`config.mk`:
```
export PLATFORM = sky130hd
export DESIGN_NAME = smq_front_flat
export DESIGN_NICKNAME = d
export VERILOG_FILES = /design/src/hw/rtl/smq_pkg.sv /design/src/hw/rtl/smq_if.sv /design/src/hw/rtl/smq_front.sv /design/src/flat_wrapper.sv
export SDC_FILE = /design/constraint.sdc
export NUM_CORES = 1
export LEC_CHECK = 0
export BUFFER_PORTS_ARGS = -buffer_cell sky130_fd_sc_hd__clkbuf_2
export CORE_AREA = 2 2 47 49
export CTS_BUF_LIST = sky130_fd_sc_hd__clkbuf_4 sky130_fd_sc_hd__clkbuf_8
export DETAILED_ROUTE_END_ITERATION = 7
export DIE_AREA = 0 0 49 51
export MAX_ROUTING_LAYER = met4
export PLACE_DENSITY = 0.84
export SYNTH_ARGS = -nofsm -noshare
export SYNTH_HDL_FRONTEND = slang
export SYNTH_SLANG_ARGS = --single-unit
```
`constraint.sdc`:
```
create_clock -name clk -period 2.3 [get_ports clk]
set_input_delay 0.46 -clock clk [delete_from_list [all_inputs] [get_ports clk]]
set_output_delay 0.46 -clock clk [all_outputs]
set_load 0.005 [all_outputs]
```
`src/hw/rtl/smq_pkg.sv`:
```
// Package for the stack with median query: sizes, command and status codes, shared types.
package smq_pkg;

	localparam int KEY_RANGE   = 1024;
	localparam int BUCKET_SIZE = 32;
	localparam int STACK_DEPTH = 1024;
	localparam int NUM_BUCKETS = (KEY_RANGE + BUCKET_SIZE - 1) / BUCKET_SIZE;

	localparam int MODE_W = 2;
	localparam int VAL_W  = 10;
	localparam int STAT_W = 2;
	localparam int KEY_W  = $clog2(KEY_RANGE);
	localparam int BKT_W  = (NUM_BUCKETS > 1) ? $clog2(NUM_BUCKETS) : 1;
	localparam int SADR_W = $clog2(STACK_DEPTH);
	localparam int FILL_W = $clog2(STACK_DEPTH + 1);
	localparam int CNT_W  = FILL_W;

	localparam logic [MODE_W-1:0] MODE_PUSH   = 2'd0;
	localparam logic [MODE_W-1:0] MODE_POP    = 2'd1;
	localparam logic [MODE_W-1:0] MODE_PEEK   = 2'd2;
	localparam logic [MODE_W-1:0] MODE_UNUSED = 2'd3;

	localparam logic [STAT_W-1:0] STATUS_OK    = 2'd0;
	localparam logic [STAT_W-1:0] STATUS_EMPTY = 2'd1;
	localparam logic [STAT_W-1:0] STATUS_FULL  = 2'd2;

	typedef struct packed {
		logic [MODE_W-1:0] op;
		logic [KEY_W-1:0]  key;
	} queue_cmd_t;

	typedef struct packed {
		logic              clearing;
		logic [FILL_W-1:0] fill;
	} back_status_t;

endpackage

```
`src/hw/rtl/smq_if.sv`:
```
// Handshake interfaces for the command and result channels.
interface smq_cmd_if;
	logic                      valid;
	logic                      ready;
	logic [smq_pkg::MODE_W-1:0] mode;
	logic [smq_pkg::VAL_W-1:0]  key;
	modport source (output valid, output mode, output key, input ready);
	modport sink   (input valid, input mode, input key, output ready);
endinterface


```
`src/hw/rtl/smq_front.sv`:
```
// Front end: accepts command words, drops the unused mode and queues the rest.
module smq_front (
	input  logic                clk,
	input  logic                arst_n,
	smq_cmd_if.sink             cmd,
	output logic                q_valid,
	input  logic                q_ready,
	output smq_pkg::queue_cmd_t q_cmd
);
	import smq_pkg::*;

	queue_cmd_t  entry_q [2];
	logic        wr_ptr_q;
	logic        rd_ptr_q;
	logic [1:0]  count_q;
	logic        take;
	logic        keep;
	logic        pop;

	assign cmd.ready = (count_q != 2'd2);
	assign take      = cmd.valid && cmd.ready;
	// Mode 3 means nothing; the word is taken and forgotten.
	assign keep      = take && (cmd.mode != MODE_UNUSED);
	assign q_valid   = (count_q != 2'd0);
	assign q_cmd     = entry_q[rd_ptr_q];
	assign pop       = q_valid && q_ready;

	always_ff @(posedge clk) begin
		if (keep) begin
			entry_q[wr_ptr_q] <= '{op: cmd.mode, key: cmd.key[KEY_W-1:0]};
		end
	end

	always_ff @(posedge clk or negedge arst_n) begin
		if (!arst_n) begin
			wr_ptr_q <= 1'b0;
			rd_ptr_q <= 1'b0;
			count_q  <= 2'd0;
		end else begin
			if (keep) wr_ptr_q <= ~wr_ptr_q;
			if (pop) rd_ptr_q <= ~rd_ptr_q;
			if (keep && !pop) count_q <= count_q + 2'd1;
			else if (pop && !keep) count_q <= count_q - 2'd1;
		end
	end
endmodule

```
`src/flat_wrapper.sv`:
```
// flat-port wrapper written by rule: the top's interface ports become plain ports
module smq_front_flat import smq_pkg::*;
  (clk, arst_n, q_valid, q_ready, q_cmd, cmd_valid, cmd_mode, cmd_key, cmd_ready);
  smq_cmd_if cmd_i ();
  input  logic clk;
  input  logic arst_n;
  output logic q_valid;
  input  logic q_ready;
  output smq_pkg::queue_cmd_t q_cmd;
  input wire logic [$bits(cmd_i.valid)-1:0] cmd_valid;
  input wire logic [$bits(cmd_i.mode)-1:0] cmd_mode;
  input wire logic [$bits(cmd_i.key)-1:0] cmd_key;
  output wire logic [$bits(cmd_i.ready)-1:0] cmd_ready;
  assign cmd_i.valid = cmd_valid;
  assign cmd_i.mode = cmd_mode;
  assign cmd_i.key = cmd_key;
  assign cmd_ready = cmd_i.ready;
  smq_front u_core (.clk(clk), .arst_n(arst_n), .cmd(cmd_i), .q_valid(q_valid), .q_ready(q_ready), .q_cmd(q_cmd));
endmodule
```
==> flow_summary.toml, run 1 <==
[clock_network]
postCtsSetupBuffers = 0
cts_tree = "done"
numCtsBuffers = 3
ctsHoldBuffers = 1
ctsResizeCount = 0
htree_levels = 1
cts.reportedPaths.clkPinSlew_ns = 0.14
cts_root_buf = "clkbuf_4"
cts_buffer_depth = 2
clock_sinks = 28
clk_latency_ns = 0.33

[global_route]
grt_overflow = 0
grt_max_degree = 15
antenna_found_initial = 0
grt_pass1_vias = 599
grt_first_pass_wirelength_um = 2697
grt.total_usage_pct = 15.97

[sta]
fin_tns_setup_ns = 0
tightest_slew_ns = 0.5469
rsz0062_at_grt = "false"
maxSlewViolCount = 0
slew_headroom_pct = 63.54
whs_ns = 0.3125
finalClockSkew_ns = 0.009517
fmax_mhz = 497.7
setup_viol = 0
period_share_pct = 87.36
period_minus_slack_ns = 2.009
hold_violations = 0

[worst_setup_path]
start_kind = "flip-flop"
arrival_ns = 1.55
required_ns = 1.84
crit_fanout = 13
r2r-start = "u_core.count_q[0]$_DFFE_PN0P_"
path_class = "reg -> out"
endpoint_kind = "output port"
crit_path_start = "u_core.rd_ptr_q$_DFFE_PN0P_"

[synthesis]
synth_seq_cells = 28
synth_largest_area_cell = "edfxtp_1"
synth.cell_area_sq_mm = 0.001097
async_reset_ff_share_pct = 14.29
ys.flop_type = "edfxtp_1"
synth_area_per_cell_sq_um = 19.25
synth-seq-area-share_pct = 74.80
yosysWarnings = 0
synth_cells = 57
synth_fp_nets = 74
synth_area_leaders = "edfxtp_1 66%, mux2_2 12%, dfrtp_1 9.1%, xnor2_1 2.4%, nand3_4 1.6%"
synth_top_area_share_pct = 65.68
synth_edf_count = 24
synth.most_common_cell = "edfxtp_1"
synth_cell_types = 14
netlist_top_cells_count = "24 x edfxtp_1, 12 x mux2_2, 4 x dfrtp_1, 3 x nor2_1, 3 x xnor2_1"

[power_and_ir_drop]
p_leak_nw = 0.5423
power.density_mw_per_mm2 = 1081
ir_drop_uv = 626.5

[floorplan]
core-area_sq_mm = 0.002063
die-width_um = 49
die_y_um = 51
initial_core_util_pct = 53.18
rows = 17
num_io_pins = 30
die-area_sq_mm = 0.002499

[drt]
viasPerCell = 4.843
dr.pass1.iters = 4
drtIter0Drc = 3
vias = 586
drtAntennaViolNets = 0
wl_per_cell_um = 13.88
drcViolationCount = 0
routed_wl_um = 1680

[place]
place_congestion = 0.6201
hpwl_um = 1242
portBuffers = 29

[hold_path]
min_from = "cmd_key[0]"
hp-class = "in -> reg"

[layout]
layout.nets = 112
fillers = 154
regArea_sq_um = 820.8
multi_input_comb_area_sq_um = 257.7
drive_gt1_share_pct = 55.91
diodes = 0
area_growth_pct = 21.09

[run_status]
status = "finished, final reports clean"

[flow_run]
maxCapViolations = 0
final cells by class:
| type | count | share of cell area, % |
|---|---|---|
| repair buffers | 34 | 13.94 |
| clock buffers | 3 | 1.695 |
| well taps | 28 | 2.637 |
| flip-flops and latches | 28 | 61.77 |
| multi-input cells | 26 | 19.40 |
| inverters | 2 | 0.5650 |
final timing paths:
kind	end	cells past startpoint	slack, ns
setup / recovery	q_cmd[0]	2	0.29
hold reg to reg	u_core.wr_ptr_q$_DFFE_PN0P_	1	0.54
setup reg to reg	u_core.count_q[1]$_DFFE_PN0P_	7	0.86
min in group asynchronous	u_core.count_q[1]$_DFFE_PN0P_	2	0.45
hold / removal	u_core.entry_q[1][0]$_DFFE_PP_	1	0.31
max in group asynchronous	u_core.rd_ptr_q$_DFFE_PN0P_	2	1.70
report_power, final:
| part | total [mW] | switching, mW | internal (mW) | leakage, nW |
|---|---|---|---|---|
| sequential | 0.774 | 0.0971 | 0.677 | 0.268 |
| clock | 0.195 | 0.133 | 0.0615 | 0.0138 |
| combinational | 0.468 | 0.191 | 0.277 | 0.261 |
layer usage:
| layer | up-vias | track usage, % | routed length, um |
|---|---|---|---|
| met3 | 4 | 2.632 | 70 |
| met1 | 279 | 18.02 | 710 |
| met5 | - | - | 0 |
| met2 | 21 | 26.26 | 851 |
| met4 | 0 | 11.43 | 46 |
| li1 | 282 | - | - |
through the flow:
| step | instance area (sq um) | util (%) | power [mW] | instances | setup WS [ns] |
|---|---|---|---|---|---|
| after floorplan | 1097 | - | 1.077 | 57 | 0.7390 |
| after global placement | 1296 | 62.83 | 1.234 | 117 | 0.6654 |
| after detailed placement | 1296 | 62.83 | 1.258 | 117 | 0.6500 |
| after CTS | 1329 | 64.40 | 1.443 | 121 | 0.2732 |
| after global routing | 1329 | 64.40 | 1.516 | 121 | 0.2051 |
| final | 1329 | 64.40 | 1.436 | 121 | 0.2907 |
sequential cells by signal, summed over array words and instances (netlist names):
name             count
u_core.rd_ptr_q      1
u_core.wr_ptr_q      1
u_core.entry_q      24
u_core.count_q       2
critical path, stage by stage, from the launching register on:
cell      delay, ns
dfrtp_1        0.71
mux2_2         0.40
clkbuf_2       0.12
cells by family (layout without fill, tap and decap cells):
logic type | Yosys count | after routing | synth area share, %
flops | 28 | 28 | 74.80
xor+xnor | 5 | 5 | 3.992
mux | 12 | 12 | 12.31
fa+ha+maj | 1 | 1 | 1.140
buf+inv | 3 | 39 | 1.711
simple gates | 8 | 8 | 6.043
cells in the final DEF (no fill, tap or decap):
cell type and n:
clkbuf_2 29, edfxtp_1 24, mux2_2 12, buf_4 4, dfrtp_1 4, nor2_1 3
xnor2_1 3, clkbuf_4 3, inv_1 2, xor2_1 2, nand2_1 1, nand2b_4 1
nand3_4 1, or2_4 1, nand2_4 1, ha_1 1, dlygate4sd3_1 1
No activity file was read; power rests on OpenSTA's default activity.
==> run 2: changes to the inputs <==
==> constraint.sdc (replaced) <==
create_clock -name clk -period 2.3 [get_ports clk]
set_input_delay 0.46 -clock clk [delete_from_list [all_inputs] [get_ports clk]]
set_output_delay 0.46 -clock clk [all_outputs]
set_load 0.1 [all_outputs]
==> run 2 against run 1 <==
Net effect:
- via count down 1.0%
- design area up 1.4%
- fmax shrank 5.7%
- utilization is 0.91 points higher
- critical path depth grew 1
- sequential share of layout area decreased by 0.86 points
- die area unchanged
- cell count is 2.5% higher
- setup slack lost 0.12 ns
- non-clock buffer count grew 2
- critical path type unchanged
- largest cell class unchanged
- highest routed layer unchanged
==> flow_summary.toml, run 2 (synthesized netlist as in run 1, its figures left out) <==
[run_status]
status = "finished, final reports clean"

[global_route]
grt_pass1_vias = 556
grt_util_met2_pct = 23.06
grt_first_pass_wirelength_um = 2435
grt_overflow = 0
antenna_found_initial = 0
busiest_layer = "met2"
grt_max_degree = 16
grt.total_usage_pct = 14.14
use_met1_pct = 15.76
use_met3_pct = 2.047

[worst_setup_path]
worst-path-buf-inv = 2
path_class = "reg -> out"
start_kind = "flip-flop"
crit_slowest_cell = "dfrtp_1"
path_delay_family = "buffers and inverters"
required_ns = 1.84
crit_fanout = 5
path_depth = 3
arrival_ns = 1.67
endpoint_kind = "output port"
path_cells = "buf_4 > mux2_2 > clkbuf_2"
cp_slowest_stage_delay_ns = 0.47
rr_worst_depth = 7

[floorplan]
die_y_um = 51
num_io_pins = 30
die-area_sq_mm = 0.002499
initial_core_util_pct = 53.18
core-area_sq_mm = 0.002063
die-width_um = 49
rows = 17

[drt]
dr.pass1.iters = 4
vias = 580
drtIter0Drc = 2
viasPerCell = 4.677
wl_per_cell_um = 12.03
routed_wl_um = 1492
drcViolationCount = 0
drtAntennaViolNets = 0

[clock_network]
clk_latency_ns = 0.30
cts_tree = "done"
cts_root_buf = "clkbuf_4"
htree_levels = 1
cts_buffer_depth = 2
numCtsBuffers = 3
clock_sinks = 28
cts.reportedPaths.clkPinSlew_ns = 0.13
postCtsSetupBuffers = 0

[layout]
area_growth_pct = 22.80
diodes = 0
layout.nets = 114
largest_reg_flops = 24
final_cell_mix = "29 x clkbuf_2, 24 x edfxtp_1, 12 x mux2_2"
top_register = "u_core.entry_q"
reg_top3 = "u_core.entry_q: 24 flops, u_core.count_q: 2 flops"
fin_cells = 124
fillers = 165
drive_gt1_share_pct = 56.25
mostFrequentLayoutCell = "clkbuf_2"

[sta]
setup_viol = 0
rsz0062_at_grt = "false"
tightest_slew_ns = 0.5515
maxSlewViolCount = 0
slew_headroom_pct = 63.39
finalClockSkew_ns = 0.003524
period_minus_slack_ns = 2.130
fmax_mhz = 469.6
fin_tns_setup_ns = 0
hold_violations = 0
period_share_pct = 92.59

[place]
portBuffers = 29
place_congestion = 0.5885
placed_cells = 119
hpwl_um = 1193

[flow_run]
maxCapViolations = 0

[hold_path]
hp-class = "in -> reg"
min_delay_path_depth = 1
==> run 2: cell types whose count changed in the layout (fill, tap and decap cells not counted), sizes merged <==
cell and change:
clkinv +1, buf +2
==> run 2: worst paths after layout <==
path | from | to | slack (ns)
max | u_core.rd_ptr_q$_DFFE_PN0P_ | q_cmd[8] | 0.17
min | cmd_key[0] | u_core.entry_q[0][0]$_DFFE_PP_ | 0.33
min reg2reg | u_core.wr_ptr_q$_DFFE_PN0P_ | u_core.wr_ptr_q$_DFFE_PN0P_ | 0.50
max in group asynchronous | arst_n | u_core.count_q[0]$_DFFE_PN0P_ | 1.71
max reg2reg | u_core.count_q[0]$_DFFE_PN0P_ | u_core.count_q[1]$_DFFE_PN0P_ | 0.86
min in group asynchronous | arst_n | u_core.wr_ptr_q$_DFFE_PN0P_ | 0.46
==> run 2: cell type report <==
type	instances	area (sq um)	share of cell area (%)
clock buffer	3	22.52	1.671
clock inverter	1	3.754	0.2786
inverter	2	7.507	0.5571
sequential	28	820.8	60.91
timing repair buffer	36	200.2	14.86
multi-input combinational	26	257.7	19.13
tap	28	35.03	2.600
==> run 2: repair_timing <==
action,4_1_cts,5_1_grt
hold endpoints to repair,4,0
hold buffers,1,0
gates resized for setup,0,0
==> run 2: per-stage QoR <==
stage | util [%] | cell area (sq um) | setup slack [ns] | hold WS, ns
final | 65.31 | 1348 | 0.1703 | 0.3350
after global routing | 65.31 | 1348 | 0.08527 | 0.3107
after CTS | 65.31 | 1348 | 0.1501 | 0.3206
after detailed placement | 63.55 | 1311 | 0.5135 | 0.2741
after global placement | 63.55 | 1311 | 0.5605 | 0.2755
after floorplan | - | 1097 | 0.5138 | 0.1644
==> run 2: metal layers <==
layer | share of wire [%] | routed length [um]
met1 | 42 | 621
met2 | 50 | 743
met3 | 5.0 | 75
met4 | 3.5 | 52
met5 | 0 | 0
Power of run 2 is left out: the tool's default activity adds up to more than one toggle a clock period on the data nets, which glitch-free logic cannot reach.
==> run 3: changes to the inputs <==
--- a/config.mk
+++ b/config.mk
@@ -6,12 +6,12 @@
 export NUM_CORES = 1
 export LEC_CHECK = 0
 export BUFFER_PORTS_ARGS = -buffer_cell sky130_fd_sc_hd__clkbuf_2
-export CORE_AREA = 2 2 47 49
+export CORE_AREA = 2 2 49 51
 export CTS_BUF_LIST = sky130_fd_sc_hd__clkbuf_4 sky130_fd_sc_hd__clkbuf_8
 export DETAILED_ROUTE_END_ITERATION = 7
-export DIE_AREA = 0 0 49 51
+export DIE_AREA = 0 0 51 53
 export MAX_ROUTING_LAYER = met4
-export PLACE_DENSITY = 0.84
+export PLACE_DENSITY = 0.78
 export SYNTH_ARGS = -nofsm -noshare
 export SYNTH_HDL_FRONTEND = slang
 export SYNTH_SLANG_ARGS = --single-unit
==> constraint.sdc (replaced) <==
create_clock -name clk -period 2.2 [get_ports clk]
set_input_delay 0.44 -clock clk [delete_from_list [all_inputs] [get_ports clk]]
set_output_delay 0.44 -clock clk [all_outputs]
set_load 0.1 [all_outputs]
==> run 3 against run 2 <==
Net effect:
- sequential share of layout area up 1.4 points
- setup slack worse by 0.052 ns
- register-to-register slack worse by 0.08 ns
- first-iteration DRC count up 100%
- cell count down 3.2%
- critical path type unchanged
==> flow_summary.toml, run 3 (synthesized netlist as in run 1, its figures left out) <==
[flow_run]
maxCapViolations = 0

[sta]
finalClockSkew_ns = 0.003653
slew_headroom_pct = 63.89
tightest_slew_ns = 0.5440
hold_violations = 0
period_minus_slack_ns = 2.082
maxSlewViolCount = 0
rsz0062_at_grt = "false"
fmax_mhz = 480.3
whs_ns = 0.3013
period_share_pct = 94.63
fin_tns_setup_ns = 0
setup_viol = 0

[worst_setup_path]
arrival_ns = 1.64
path_class = "reg -> out"
required_ns = 1.76
start_kind = "flip-flop"
endpoint_kind = "output port"
crit_fanout = 13

[global_route]
use_met1_pct = 15.40
grt.total_usage_pct = 13.62
busiest_layer = "met2"
grt_max_degree = 16
grt_util_met2_pct = 21.43
antenna_found_initial = 0
grt_pass1_vias = 534
use_met3_pct = 2.542
grt_first_pass_wirelength_um = 2408
grt_overflow = 0

[drt]
dr.pass1.iters = 4
vias = 569
drtAntennaViolNets = 0
wl_per_cell_um = 12.62
drcViolationCount = 0
routed_wl_um = 1514
viasPerCell = 4.742
drtIter0Drc = 4

[layout]
area_growth_pct = 20.18
fillers = 176
diodes = 0
largest_reg_flops = 24
final_cell_mix = "29 x clkbuf_2, 24 x edfxtp_1, 12 x mux2_2"
top_register = "u_core.entry_q"
layout.nets = 110
multi_input_comb_area_sq_um = 257.7
regArea_sq_um = 822.0
mostFrequentLayoutCell = "clkbuf_2"
reg_top3 = "u_core.entry_q: 24 flops, u_core.count_q: 2 flops"
drive_gt1_share_pct = 55.43

[floorplan]
die_y_um = 53
die-width_um = 51
rows = 17
die-area_sq_mm = 0.002703
initial_core_util_pct = 51.08
num_io_pins = 30
core-area_sq_mm = 0.002148

[clock_network]
clk_latency_ns = 0.32
cts_root_buf = "clkbuf_4"
htree_levels = 1
clock_sinks = 28
postCtsSetupBuffers = 0
cts_buffer_depth = 2
numCtsBuffers = 3
cts_tree = "done"
cts.reportedPaths.clkPinSlew_ns = 0.13

[place]
place_congestion = 0.6482
hpwl_um = 1121
portBuffers = 29

[hold_path]
hp-class = "in -> reg"

[run_status]
status = "finished, final reports clean"
run 3: area by class of cell:
cell class / instances / share of cell area (%)
Multi-Input combinational cell: 26 / 19.54
Sequential cell: 28 / 62.33
Tap cell: 28 / 2.657
Clock inverter: 1 / 0.2846
Inverter: 2 / 0.5693
Clock buffer: 3 / 1.708
Timing Repair Buffer: 32 / 12.90
run 3: path summary, 6_finish.rpt:
kind / from / to / slack (ns) / cells after the start
max: u_core.rd_ptr_q$_DFFE_PN0P_ / q_cmd[8] / 0.12 / 2
min: cmd_key[7] / u_core.entry_q[0][7]$_DFFE_PP_ / 0.30 / 1
max reg2reg: u_core.count_q[0]$_DFFE_PN0P_ / u_core.count_q[1]$_DFFE_PN0P_ / 0.78 / 6
min reg2reg: u_core.wr_ptr_q$_DFFE_PN0P_ / u_core.wr_ptr_q$_DFFE_PN0P_ / 0.51 / 1
max in group asynchronous: arst_n / u_core.rd_ptr_q$_DFFE_PN0P_ / 1.61 / 2
min in group asynchronous: arst_n / u_core.count_q[1]$_DFFE_PN0P_ / 0.45 / 2
run 3: timing repair:
item / 4_1_cts / 5_1_grt
setup endpoints to repair: 12 / 0
resized for setup: 1 / 0
hold buffers: 1 / 0
hold endpoints to repair: 4 / 0
run 3: layer usage:
metal / wire length [um] / vias to the layer above
met5: 0 / -
met4: 37 / 0
met3: 78 / 4
met2: 761 / 18
met1: 636 / 263
li1: - / 284
run 3: per-stage QoR:
stage	instance area [sq um]	setup WS (ns)	util, %	std cells
5_1_grt	1319	0.03649	61.39	120
3_5_place_dp	1281	0.3157	59.64	115
6_report	1319	0.1181	61.39	120
2_1_floorplan	1097	0.4138	-	57
3_3_place_gp	1281	0.3144	59.64	115
4_1_cts	1319	0.1015	61.39	120
run 3: critical path: stages, from the launching register on:
cell	delay, ns
dfrtp_2	0.57
mux2_2	0.38
clkbuf_2	0.37
Power of run 3 is left out for the same reason.
